$ cat src/rtl/fern_ifs_step_core_defines.svh
// Assertion macros shared by the fern IFS step RTL.
`ifndef FERN_IFS_STEP_CORE_DEFINES_SVH
`define FERN_IFS_STEP_CORE_DEFINES_SVH

// Same-cycle implication, disabled while reset is asserted.
`define FIFS_ASSERT_NOW(label, clk, rst_n, ante, cons, msg) \
    label: assert property (@(posedge clk) disable iff (!rst_n) (ante) |-> (cons)) \
        else $error(msg);

// Next-cycle implication, disabled while reset is asserted.
`define FIFS_ASSERT_NEXT(label, clk, rst_n, ante, cons, msg) \
    label: assert property (@(posedge clk) disable iff (!rst_n) (ante) |=> (cons)) \
        else $error(msg);

`endif

$ cat src/rtl/fifs_pkg.sv
// Types, constants and coefficient lookup for the fern IFS step core.
package fifs_pkg;

    localparam int SIZE_W = 12;
    localparam int PT_W   = 32;
    localparam int COEF_W = 18;

    localparam logic [SIZE_W-1:0] CANVAS_RESET = 12'd400;

    // Map selection bounds on the 16-bit random fraction
    localparam logic [15:0] THR_STEM = 16'd656;
    localparam logic [15:0] THR_MAIN = 16'd56361;
    localparam logic [15:0] THR_LEFT = 16'd60949;

    // ceil(2^32 / 11); exact floor division for numerators below 2^27
    localparam logic [28:0] RECIP_11 = 29'd390451573;

    typedef enum logic [1:0] {
        MAP_STEM  = 2'd0,
        MAP_MAIN  = 2'd1,
        MAP_LEFT  = 2'd2,
        MAP_RIGHT = 2'd3
    } t_map;

    typedef struct packed {
        logic        restart;
        logic [15:0] random_fraction;
    } t_in_beat;

    typedef struct packed {
        logic [11:0] pixel_col;
        logic [11:0] pixel_row;
        logic        on_canvas;
        logic [1:0]  map_used;
    } t_out_beat;

    // Q16 coefficients: x' = ax*x + bx*y + cx, y' = ay*x + by*y + cy
    typedef struct packed {
        logic signed [COEF_W-1:0] ax;
        logic signed [COEF_W-1:0] bx;
        logic signed [COEF_W-1:0] cx;
        logic signed [COEF_W-1:0] ay;
        logic signed [COEF_W-1:0] by;
        logic signed [COEF_W-1:0] cy;
    } t_coef;

    function automatic t_map pick_map(input logic [15:0] frac);
        t_map m;
        if (frac < THR_STEM) begin
            m = MAP_STEM;
        end else if (frac < THR_MAIN) begin
            m = MAP_MAIN;
        end else if (frac < THR_LEFT) begin
            m = MAP_LEFT;
        end else begin
            m = MAP_RIGHT;
        end
        return m;
    endfunction

    function automatic t_coef map_coef(input t_map m);
        t_coef c;
        unique case (m)
            MAP_STEM: begin
                c.ax = 18'sd0;      c.bx = 18'sd0;      c.cx = 18'sd0;
                c.ay = 18'sd0;      c.by = 18'sd10486;  c.cy = 18'sd0;
            end
            MAP_MAIN: begin
                c.ax = 18'sd55706;  c.bx = 18'sd2621;   c.cx = 18'sd0;
                c.ay = -18'sd2621;  c.by = 18'sd55706;  c.cy = 18'sd104858;
            end
            MAP_LEFT: begin
                c.ax = 18'sd13107;  c.bx = -18'sd17039; c.cx = 18'sd0;
                c.ay = 18'sd15073;  c.by = 18'sd14418;  c.cy = 18'sd104858;
            end
            default: begin
                c.ax = -18'sd9830;  c.bx = 18'sd18350;  c.cx = 18'sd0;
                c.ay = 18'sd17039;  c.by = 18'sd15729;  c.cy = 18'sd28836;
            end
        endcase
        return c;
    endfunction

endpackage

$ cat src/rtl/fern_ifs_step_core.sv
// Barnsley fern IFS step core: one affine map step and pixel plot per input beat.
//
//  channel | direction | handshake                | payload
//  --------+-----------+--------------------------+--------------------------
//  in      | sink      | i_in_valid / o_in_ready  | i_in_data  (t_in_beat)
//  out     | source    | o_out_valid / i_out_ready| o_out_data (t_out_beat)
//  cfg     | sink      | i_cfg_valid / o_cfg_ready| i_cfg_data (canvas size)
//
// A beat is accepted only in the idle state, so no new beat is taken until the
// last one has been loaded to the output register. The core has a single
// 32x30 signed multiplier, which runs 8 products per point
// (4 affine products, 2 scalings by canvas size, 2 reciprocal divides by 11).
// Synchronous active-low reset clears the point to the origin and the canvas
// size to 400. A stalled output holds in its register; the next input beat
// is still accepted and computed, and waits in the final state for the slot.
// Config writes are always taken.
`include "fern_ifs_step_core_defines.svh"

module fern_ifs_step_core (
    input  logic                      i_clk,
    input  logic                      i_rst_n,
    input  logic                      i_in_valid,
    output logic                      o_in_ready,
    input  fifs_pkg::t_in_beat        i_in_data,
    output logic                      o_out_valid,
    input  logic                      i_out_ready,
    output fifs_pkg::t_out_beat       o_out_data,
    input  logic                      i_cfg_valid,
    output logic                      o_cfg_ready,
    input  logic [fifs_pkg::SIZE_W-1:0] i_cfg_data
);

    // Sequencer: each state issues at most one product, and consumes the
    // product issued by the state before it.
    typedef enum logic [3:0] {
        S_IDLE,  // wait for input beat
        S_AX,    // issue ax*x
        S_BX,    // accx = cx + ax*x ; issue bx*y
        S_AY,    // accx += bx*y     ; issue ay*x
        S_BY,    // accy = cy + ay*x ; issue by*y ; x' = round(accx)
        S_SX,    // accy += by*y     ; issue x'*size
        S_RY,    // y' = round(accy) ; |x'*size| >> 16
        S_DX,    // issue y'*size
        S_DY,    // |y'*size| >> 16  ; issue divx * recip(11)
        S_QX,    // qx               ; issue divy * recip(11)
        S_QY,    // qy
        S_FIN    // form pixel, load output register
    } t_state;

    localparam int ACC_W = 52;
    localparam int MA_W  = 32;
    localparam int MB_W  = 30;
    localparam int PR_W  = MA_W + MB_W;
    localparam int DIV_W = 27;
    localparam int Q_W   = 24;
    localparam int PX_W  = 26;

    t_state                     r_state;
    logic [fifs_pkg::SIZE_W-1:0] r_size;
    logic signed [31:0]         r_x;
    logic signed [31:0]         r_y;
    fifs_pkg::t_map             r_map;
    logic signed [ACC_W-1:0]    r_accx;
    logic signed [ACC_W-1:0]    r_accy;
    logic signed [PR_W-1:0]     r_prod;
    logic [DIV_W-1:0]           r_divx;
    logic [DIV_W-1:0]           r_divy;
    logic                       r_negx;
    logic                       r_negy;
    logic [Q_W-1:0]             r_qx;
    logic [Q_W-1:0]             r_qy;
    fifs_pkg::t_out_beat        r_out;
    logic                       r_out_valid;

    fifs_pkg::t_coef            coef;
    logic signed [MA_W-1:0]     n_mul_a;
    logic signed [MB_W-1:0]     n_mul_b;
    logic signed [PR_W-1:0]     n_prod;
    logic signed [ACC_W-1:0]    prod_acc;
    logic signed [ACC_W-1:0]    off_x;
    logic signed [ACC_W-1:0]    off_y;
    logic signed [31:0]         n_x_rnd;
    logic signed [31:0]         n_y_rnd;
    logic [PR_W-1:0]            prod_mag;
    logic [DIV_W-1:0]           n_div;
    logic signed [PX_W-1:0]     sx;
    logic signed [PX_W-1:0]     sy;
    logic signed [PX_W-1:0]     col;
    logic signed [PX_W-1:0]     row;
    fifs_pkg::t_out_beat        n_out;
    logic                       in_fire;
    logic                       out_free;

    // Round to nearest, ties up, to Q16, then saturate to 32 bits
    function automatic logic signed [31:0] round_sat(input logic signed [ACC_W-1:0] v);
        logic signed [ACC_W-1:0]  t;
        logic signed [ACC_W-17:0] q;
        t = v + ACC_W'(32768);
        q = t[ACC_W-1:16];
        if (q[ACC_W-17:31] == '0 || q[ACC_W-17:31] == '1) begin
            return q[31:0];
        end else if (q[ACC_W-17]) begin
            return 32'sh8000_0000;
        end else begin
            return 32'sh7FFF_FFFF;
        end
    endfunction

    function automatic logic [11:0] clamp12(input logic signed [PX_W-1:0] v);
        if (v < 0) begin
            return 12'd0;
        end else if (v > PX_W'(4095)) begin
            return 12'd4095;
        end else begin
            return v[11:0];
        end
    endfunction

    assign in_fire     = i_in_valid && o_in_ready;
    assign out_free    = !r_out_valid || i_out_ready;
    assign o_in_ready  = (r_state == S_IDLE);
    assign o_cfg_ready = 1'b1;
    assign o_out_valid = r_out_valid;
    assign o_out_data  = r_out;

    assign coef = fifs_pkg::map_coef(r_map);

    // Shared multiplier operand select
    always_comb begin
        n_mul_a = '0;
        n_mul_b = '0;
        unique case (r_state)
            S_AX: begin
                n_mul_a = r_x;
                n_mul_b = MB_W'(coef.ax);
            end
            S_BX: begin
                n_mul_a = r_y;
                n_mul_b = MB_W'(coef.bx);
            end
            S_AY: begin
                n_mul_a = r_x;
                n_mul_b = MB_W'(coef.ay);
            end
            S_BY: begin
                n_mul_a = r_y;
                n_mul_b = MB_W'(coef.by);
            end
            S_SX: begin
                n_mul_a = r_x;
                n_mul_b = $signed({{(MB_W-fifs_pkg::SIZE_W){1'b0}}, r_size});
            end
            S_DX: begin
                n_mul_a = r_y;
                n_mul_b = $signed({{(MB_W-fifs_pkg::SIZE_W){1'b0}}, r_size});
            end
            S_DY: begin
                n_mul_a = $signed({{(MA_W-DIV_W){1'b0}}, r_divx});
                n_mul_b = $signed({1'b0, fifs_pkg::RECIP_11});
            end
            S_QX: begin
                n_mul_a = $signed({{(MA_W-DIV_W){1'b0}}, r_divy});
                n_mul_b = $signed({1'b0, fifs_pkg::RECIP_11});
            end
            default: begin
                n_mul_a = '0;
                n_mul_b = '0;
            end
        endcase
    end

    assign n_prod   = n_mul_a * n_mul_b;
    assign prod_acc = r_prod[ACC_W-1:0];

    // Offsets in Q32 accumulator scale
    assign off_x = $signed({{(ACC_W-fifs_pkg::COEF_W-16){coef.cx[fifs_pkg::COEF_W-1]}},
                            coef.cx, 16'b0});
    assign off_y = $signed({{(ACC_W-fifs_pkg::COEF_W-16){coef.cy[fifs_pkg::COEF_W-1]}},
                            coef.cy, 16'b0});

    assign n_x_rnd = round_sat(r_accx);
    assign n_y_rnd = round_sat(r_accy);

    // |coord*size| / 65536; the floor of that by 11 is the truncated scale
    assign prod_mag = r_prod[PR_W-1] ? PR_W'(-r_prod) : PR_W'(r_prod);
    assign n_div    = prod_mag[DIV_W+15:16];

    // Pixel formation
    always_comb begin
        sx = r_negx ? -$signed({2'b0, r_qx}) : $signed({2'b0, r_qx});
        sy = r_negy ? -$signed({2'b0, r_qy}) : $signed({2'b0, r_qy});
        col = $signed({{(PX_W-fifs_pkg::SIZE_W+1){1'b0}}, r_size[fifs_pkg::SIZE_W-1:1]}) + sx;
        row = $signed({{(PX_W-fifs_pkg::SIZE_W){1'b0}}, r_size}) - sy;
        n_out.pixel_col = clamp12(col);
        n_out.pixel_row = clamp12(row);
        n_out.on_canvas = (col >= 0) && (row >= 0)
                       && (col < $signed({{(PX_W-fifs_pkg::SIZE_W){1'b0}}, r_size}))
                       && (row < $signed({{(PX_W-fifs_pkg::SIZE_W){1'b0}}, r_size}));
        n_out.map_used  = r_map;
    end

    always_ff @(posedge i_clk) begin
        r_prod <= n_prod;
        if (!i_rst_n) begin
            r_state     <= S_IDLE;
            r_size      <= fifs_pkg::CANVAS_RESET;
            r_x         <= '0;
            r_y         <= '0;
            r_map       <= fifs_pkg::MAP_STEM;
            r_out_valid <= 1'b0;
        end else begin
            if (i_cfg_valid && o_cfg_ready) begin
                r_size <= i_cfg_data;
            end
            // a finishing beat reloads the slot in S_FIN instead
            if (r_out_valid && i_out_ready && r_state != S_FIN) begin
                r_out_valid <= 1'b0;
            end
            unique case (r_state)
                S_IDLE: begin
                    if (in_fire) begin
                        r_map <= fifs_pkg::pick_map(i_in_data.random_fraction);
                        if (i_in_data.restart) begin
                            r_x <= '0;
                            r_y <= '0;
                        end
                        r_state <= S_AX;
                    end
                end
                S_AX: begin
                    r_state <= S_BX;
                end
                S_BX: begin
                    r_accx  <= off_x + prod_acc;
                    r_state <= S_AY;
                end
                S_AY: begin
                    r_accx  <= r_accx + prod_acc;
                    r_state <= S_BY;
                end
                S_BY: begin
                    r_accy  <= off_y + prod_acc;
                    r_x     <= n_x_rnd;
                    r_state <= S_SX;
                end
                S_SX: begin
                    r_accy  <= r_accy + prod_acc;
                    r_state <= S_RY;
                end
                S_RY: begin
                    r_y     <= n_y_rnd;
                    r_divx  <= n_div;
                    r_negx  <= r_prod[PR_W-1];
                    r_state <= S_DX;
                end
                S_DX: begin
                    r_state <= S_DY;
                end
                S_DY: begin
                    r_divy  <= n_div;
                    r_negy  <= r_prod[PR_W-1];
                    r_state <= S_QX;
                end
                S_QX: begin
                    r_qx    <= r_prod[Q_W+31:32];
                    r_state <= S_QY;
                end
                S_QY: begin
                    r_qy    <= r_prod[Q_W+31:32];
                    r_state <= S_FIN;
                end
                S_FIN: begin
                    if (out_free) begin
                        r_out       <= n_out;
                        r_out_valid <= 1'b1;
                        r_state     <= S_IDLE;
                    end
                end
                default: begin
                    r_state <= S_IDLE;
                end
            endcase
        end
    end

    `FIFS_ASSERT_NEXT(a_restart_clears, i_clk, i_rst_n, in_fire && i_in_data.restart, r_x == 32'sd0 && r_y == 32'sd0, "restart did not clear the point")
    `FIFS_ASSERT_NEXT(a_stem_x_zero, i_clk, i_rst_n, r_state == S_BY && r_map == fifs_pkg::MAP_STEM, r_x == 32'sd0, "stem map left x nonzero")
    `FIFS_ASSERT_NEXT(a_fin_delivers, i_clk, i_rst_n, r_state == S_FIN && out_free, r_out_valid && r_state == S_IDLE, "finished beat not loaded to output")
    `FIFS_ASSERT_NOW(a_on_canvas_bound, i_clk, i_rst_n, r_out_valid && r_out.on_canvas, r_out.pixel_col != 12'd4095 && r_out.pixel_row != 12'd4095, "on-canvas pixel at clamp limit")

endmodule
$ cat config.mk
export PLATFORM = sky130hd
export DESIGN_NAME = fern_ifs_step_core
export DESIGN_NICKNAME = d
export VERILOG_FILES = /design/src/rtl/fifs_pkg.sv /design/src/rtl/fern_ifs_step_core.sv
export VERILOG_INCLUDE_DIRS = /design/src /design/src/rtl
export SDC_FILE = /design/constraint.sdc
export NUM_CORES = 2
export LEC_CHECK = 0
export ABC_AREA = 1
export BUFFER_PORTS_ARGS = -buffer_cell sky130_fd_sc_hd__buf_2
export CORE_UTILIZATION = 60
export CTS_CLUSTER_DIAMETER = 120
export DETAILED_ROUTE_END_ITERATION = 8
export PLACE_DENSITY = 0.84
export SLEW_MARGIN = 20
export SYNTH_ARGS = -nofsm -noshare
export SYNTH_HDL_FRONTEND = slang
export SYNTH_SLANG_ARGS = --single-unit
$ cat constraint.sdc
create_clock -name i_clk -period 10.5 [get_ports i_clk]
set_input_delay 0.525 -clock i_clk [delete_from_list [all_inputs] [get_ports i_clk]]
set_output_delay 0.525 -clock i_clk [all_outputs]
set_load 0.01 [all_outputs]
==> Yosys cells after proc, flatten, opt, wreduce, memory -nomap -nowiden <==
Index checks and enable logic that the tools add are counted.
Widths: inputs -> output; s select.
{ "totals": {"register_bits": 380, "output_inout_bits": 30, "in_bits": 34, "word_cells": 121} }
{ "op_classes": {"n_reduce_logical": 33, "n_eq_ne": 19, "mux": 27, "n_mul": 1, "addsub": 11, "magnitude_cmp": 11} }
{ "ops": {"columns": ["op", "count"], "rows": [
  ["$pmux 108 s3", 1],
  ["$pmux 52 s2", 2],
  ["$mux 32", 6],
  ["$pmux 30 s6", 1],
  ["$pmux 32 s2", 2],
  ["$pmux 32 s4", 1],
  ["$add 34x52->52", 2],
  ["$add 52x17->52 const B", 2],
  ["$add 52x52->52", 2],
  ["$mul 32x30->62", 1],
  ["$ge 26x1->1 const B", 2],
  ["$gt 26x13->1 const B", 2],
  ["$lt 26x1->1 const B", 2],
  ["$lt 26x13->1", 2],
  ["$mux 26", 2],
  ["$neg 24->26", 2],
  ["$pmux 4 s12", 1],
  ["$mux 43", 1],
  ["$neg 43->43", 1],
  ["$lt 16x16->1 const B", 2],
  ["$add 12x26->26", 1],
  ["$sub 13x26->26", 1],
  ["$mux 12", 2],
  ["$eq 4x3->1 const B", 4],
  ["24 further kinds", 57]
]} }

==> Longest topological paths before layout <==
{ "depth": {"depth_word": 7, "mapped_depth": 44, "mapped_depth_nobuf": 44} }

==> Worst setup path after synthesis <==
OpenSTA, ideal clock, no wires.
{ "synth_timing": {"kind": "register to register", "startpoint": "register r_map[0]", "endpoint": "register r_prod[54]", "arrival_time_ps": 8830, "synth_period_minus_slack_ps": 8957, "n_path_buf": 1, "path_slack_ps": 1543, "required_ps": 10373, "path_stages_with_launch": 31, "setup_ps": 127, "path_cell_list": "dfxtp_1 > inv_1 > ha_1 > nand2_1 > nand2_1 > nor4_2 > clkinv_1 > clkbuf_1 > nand2_1 > fa_1 > inv_1 > fa_1 > fa_1 > fa_1 > inv_1 > fa_1 > inv_1 > fa_1 > fa_1 > inv_1 > fa_1 > inv_1 > ha_1 > a21o_1 > a31oi_1 > o21ai_0 > a21oi_1 > nand3_1 > nand2_1 > o2111ai_1 > xor2_1"} }
{ "synth_between": {"elab_chain_len": 4, "word_cells_on_any_way": 6, "cone_classes": "1 x mul; 2 x eq/ne; 2 x mux; 1 x reduce/logical"} }
{ "synth_lines": {"columns": ["item", "line_no", "rtl"], "rows": [
  ["start, declared", "fern_ifs_step_core.sv:62", "fifs_pkg::t_map r_map;"],
  ["start signal, assigned", "fern_ifs_step_core.sv:209", "r_map <= fifs_pkg::MAP_STEM;"],
  ["start signal, assigned", "fern_ifs_step_core.sv:222", "r_map <= fifs_pkg::pick_map(i_in_data.random_fraction);"],
  ["$eq 2x2->1 (tied with other cells)", "fifs_pkg.sv:63", "unique case (m)"],
  ["$pmux 108 s3 (*)", "fifs_pkg.sv:63", null],
  ["$pmux 30 s6 (*)", "fern_ifs_step_core.sv:132", "unique case (r_state)"],
  ["$mul 32x30->62 (*)", "fern_ifs_step_core.sv:172", "assign n_prod = n_mul_a * n_mul_b;"],
  ["via n_prod[54]", "fern_ifs_step_core.sv:78", "logic signed [PR_W-1:0] n_prod;"],
  ["end signal, assigned", "fern_ifs_step_core.sv:203", "r_prod <= n_prod;"],
  ["end, declared", "fern_ifs_step_core.sv:65", "logic signed [PR_W-1:0] r_prod;"]
]} }
Mark *: on every way through the listed nets, which the timed path passes. The rest lies on a longest branch.
A chain may end at the register's enable or synchronous reset.

==> Final worst setup path <==
{ "layout_timing": {"startpoint": "register r_state[1]", "endpoint": "register r_prod[43]"} }
{ "layout_between": {"elab_chain_len": 4, "word_cells_on_any_way": 15, "cone_classes": "1 x mul; 8 x eq/ne; 2 x mux; 4 x reduce/logical"} }
{ "layout_lines": {"columns": ["item", "line_no", "rtl"], "rows": [
  ["start, declared", "fern_ifs_step_core.sv:58", "t_state r_state;"],
  ["start signal, assigned", "fern_ifs_step_core.sv:205", "r_state <= S_IDLE;"],
  ["start signal, assigned", "fern_ifs_step_core.sv:227", "r_state <= S_AX;"],
  ["start signal, assigned", "fern_ifs_step_core.sv:231", "r_state <= S_BX;"],
  ["$eq 4x3->1 (tied with other cells)", "fern_ifs_step_core.sv:132", null],
  ["$reduce_or 3->1 (no source line) or $reduce_or 2->1 (tied branches)", null, null],
  ["$pmux 32 s4 or $pmux 30 s6 (tied branches)", "fern_ifs_step_core.sv:132", null],
  ["$mul 32x30->62 (*)", "fern_ifs_step_core.sv:172", null],
  ["via n_prod[43]", "fern_ifs_step_core.sv:78", null]
]} }
Marked as above.

==> metrics.txt <==
status=finished clean; endpoints failing setup=0; r2r startpoint=r_state[1]; remaining global-route overflow=0; clk_skew=about 0.026 ns; clk sinks=375; global-route wire length before repair=310000 um; critical path class=reg2reg; GRT busiest layer=met2; FF-to-FF End=r_prod[43]; Synth warnings=0; met1 Track Usage GR=52.2%; Chip Width=319 um; Syn Inst Count=7518; Die Y=319 um; main combinational cell family by area after synthesis=adder cells; Synthesized Nets=around 8900; crit share post-route=97.3%; Sw Ratio=33.5%; Period minus WS final=10.21 ns; CTS tree=yes; Power Internal=0.00278 W; post-synthesis compound-gate area fraction=roughly 8.7%; DRC viols=0; max-cap violation count=0; CTS buffer count=approximately 40; Worst setup EP type=flip-flop; Avg WL per Cell=approximately 23 um; met3 GRT Util=9.75%; vias in the first global route=53172; Area after DPL=~63000 um2; Clock H-tree levels=2; required time of the critical path=10.96 ns; via count=between 50000 and 60000; port bufs=62; CP Max Fanout=28; P&R area growth vs syn=6.14%; DRT Pass-1 Iters=7; initial core utilization=just over 60%; DP HPWL=170000 um; met2 usage=roughly 62%; syn avg cell area=about 8.0 um2; Yosys reg bits=375; Die ar.=approximately 100000 um2; Max Clk Rate=97.9 MHz; most common cell after layout, fill and taps aside=inv_1; Synth Area in Simple Gates=about a fifth; most frequent cells in the layout=1670 x inv_1, 1343 x nand2_1, 986 x fa_1; final antenna-violating net count=0; Post-Synth XOR/XNOR Area=3.62%; Seq pwr share=around 40%; share of layout cells above drive strength 1=5.86%; worst hold path type=in2reg; synth unique cells=74; final net count=8964; Post-Synth Adder-Cell Area=40.3%; DR iter-0 viols=6328; Hold-fix buffers, CTS=0; r2r worst-path depth=37; flop2flop setup slack=0.29 ns; worst vdd ir=103 uV; setup_tns=0 ns; Rel. slew slack=roughly 22%; post-synthesis mux area share=0.0166%; largest net degree at the start of global routing=78; CP startpoint=r_state[1]; max-slew violations=0; slew at the pin with the worst max-slew slack=approximately 1.2 ns; CTS clk-pin slew, worst paths=0.07 ns; Post-synth EDFFs=between 200 and 250; Synth async-reset ratio=0%; Syn Std Cell Area=60500 um2; CP peak stage delay=0.57 ns; number of fill cells=8472; Clock power frac=a little under two fifths; critical path arrival=10.67 ns; Clk Latency, worst-skew pair=0.58 ns; Final Hold Fails=0; Main synth FF type=edfxtp_1; Worst Setup EP=r_prod[43]; Core ar.=100000 um2; cell area after layout=around 64000 um2; final wirelength=around 200000 um; Comb power frac=21.9%; clk buf depth=3; switching pwr=0.00140 W; Power Density=65.1 nW/um2; Seq/Total Area, Yosys=~16%; number of placement rows=116; GRT Util Overall=between 40% and 50%; gp weighted congestion=1.11; crit path launch type=flip-flop; leakage power total=between 30 and 40 nW; antenna violations before repair=9; Ports=64; vias per cell=between 5 and 6; RSZ-0062 raised after global routing=false; Worst path slowest cell=a21boi_0; Root Driver=clkbuf_16
==> worst min path at each step <==
stage / start / endpoint / slack [ns] / cells after the start
global route: i_cfg_data[7] / r_size[7] / 0.18 / 3
floorplan: r_prod[52] / r_qx[20] / 0.40 / 0
CTS: i_cfg_data[8] / r_size[8] / 0.16 / 3
detailed placement: r_y[31] / r_y[31] / 0.46 / 2
finish: i_cfg_data[8] / r_size[8] / 0.16 / 3
global placement: r_x[31] / r_x[31] / 0.45 / 2
==> per-stage QoR <==
step	total power [W]	utilization, %	cells	hold WS [ns]	setup slack, ns
2_1_floorplan	0.00224	-	7518	0.404	1.54
3_3_place_gp	0.00256	62.6	8827	0.453	0.442
3_5_place_dp	0.00257	62.6	8827	0.460	0.459
4_1_cts	0.00414	64.1	8903	0.159	0.408
5_1_grt	0.00430	64.2	8906	0.185	0.0573
6_report	0.00418	64.2	8907	0.161	0.285
==> power groups by stage <==
stage               clock (W)  combinational, W  sequential, W
detailed placement          0          0.000871        0.00170
global route          0.00165          0.000978        0.00167
global placement            0          0.000857        0.00170
finish                0.00159          0.000915        0.00167
floorplan                   0          0.000567        0.00167
CTS                   0.00159          0.000876        0.00167
==> routing by layer <==
metal	up-vias	share of wire [%]	wire length, um
li1	23314	-	-
met1	25324	37	74400
met2	3211	44	88700
met3	724	12	24800
met4	12	7.1	14400
met5	-	0.082	167
==> worst max-delay path: cells and delay by family, from the launching register on <==
kind	cells	cell delay [ns]
flip-flops	1	0.36
AO/OA/AOI/OAI	8	2.52
buffers and inverters	11	1.46
adder cells (fa/ha/maj)	9	4.22
AND/OR/NAND/NOR	9	1.50
==> cells by family (layout without fill, tap and decap cells) <==
logic type | after synthesis | count (layout)
AOI/OAI and AO/OA | 931 | 931
xor gates and xnor gates | 249 | 249
adders and majority gates | 1355 | 1355
buffers and inverters | 1891 | 1981
DFF | 375 | 375
muxes | 1 | 1
other | 1 | 2
and+or+nand+nor | 2715 | 2715
==> synth_stat cells, types with 82 or more instances <==
cell / count / share of area (%)
inv_1: 1673 / 10
nand2_1: 1343 / 8.3
fa_1: 987 / 33
nor2_1: 770 / 4.8
ha_1: 368 / 7.6
a21oi_1: 355 / 2.9
o21ai_0: 312 / 2.6
nand3_1: 266 / 2.2
edfxtp_1: 235 / 12
xor2_1: 166 / 2.4
dfxtp_1: 140 / 4.6
clkbuf_1: 131 / 0.81
xnor2_1: 82 / 1.2
==> flip-flops by register name (all words and copies together), names as in the netlist <==
register and cells:
r_accx 52, o_out_data 27, r_accy 52, r_size 12
r_prod 57, r_y 32, r_map 2, r_negy 1
r_divy 27, r_state 4, r_divx 27, o_out_valid 1
r_qx 24, r_x 32, r_qy 24, r_negx 1
==> timing repair <==
item,CTS,global route
hold endpoints to repair,0,0
buffers inserted,0,2
resized for setup,0,3
endpoints found under the setup margin,0,6
==> cell type report <==
| cell class | instances | area [um2] | share of cell area, % |
|---|---|---|---|
| multi-input combinational | 5252 | 43500 | 67.8 |
| sequential | 375 | 9860 | 15.4 |
| inverter | 1718 | 6450 | 10.1 |
| tap | 1298 | 1620 | 2.53 |
| timing repair buffer | 187 | 1270 | 1.98 |
| clock buffer | 56 | 1220 | 1.90 |
| clock inverter | 20 | 231 | 0.361 |
| antenna | 1 | 2.50 | 0.00390 |
Power figures use the tool's default switching activity.
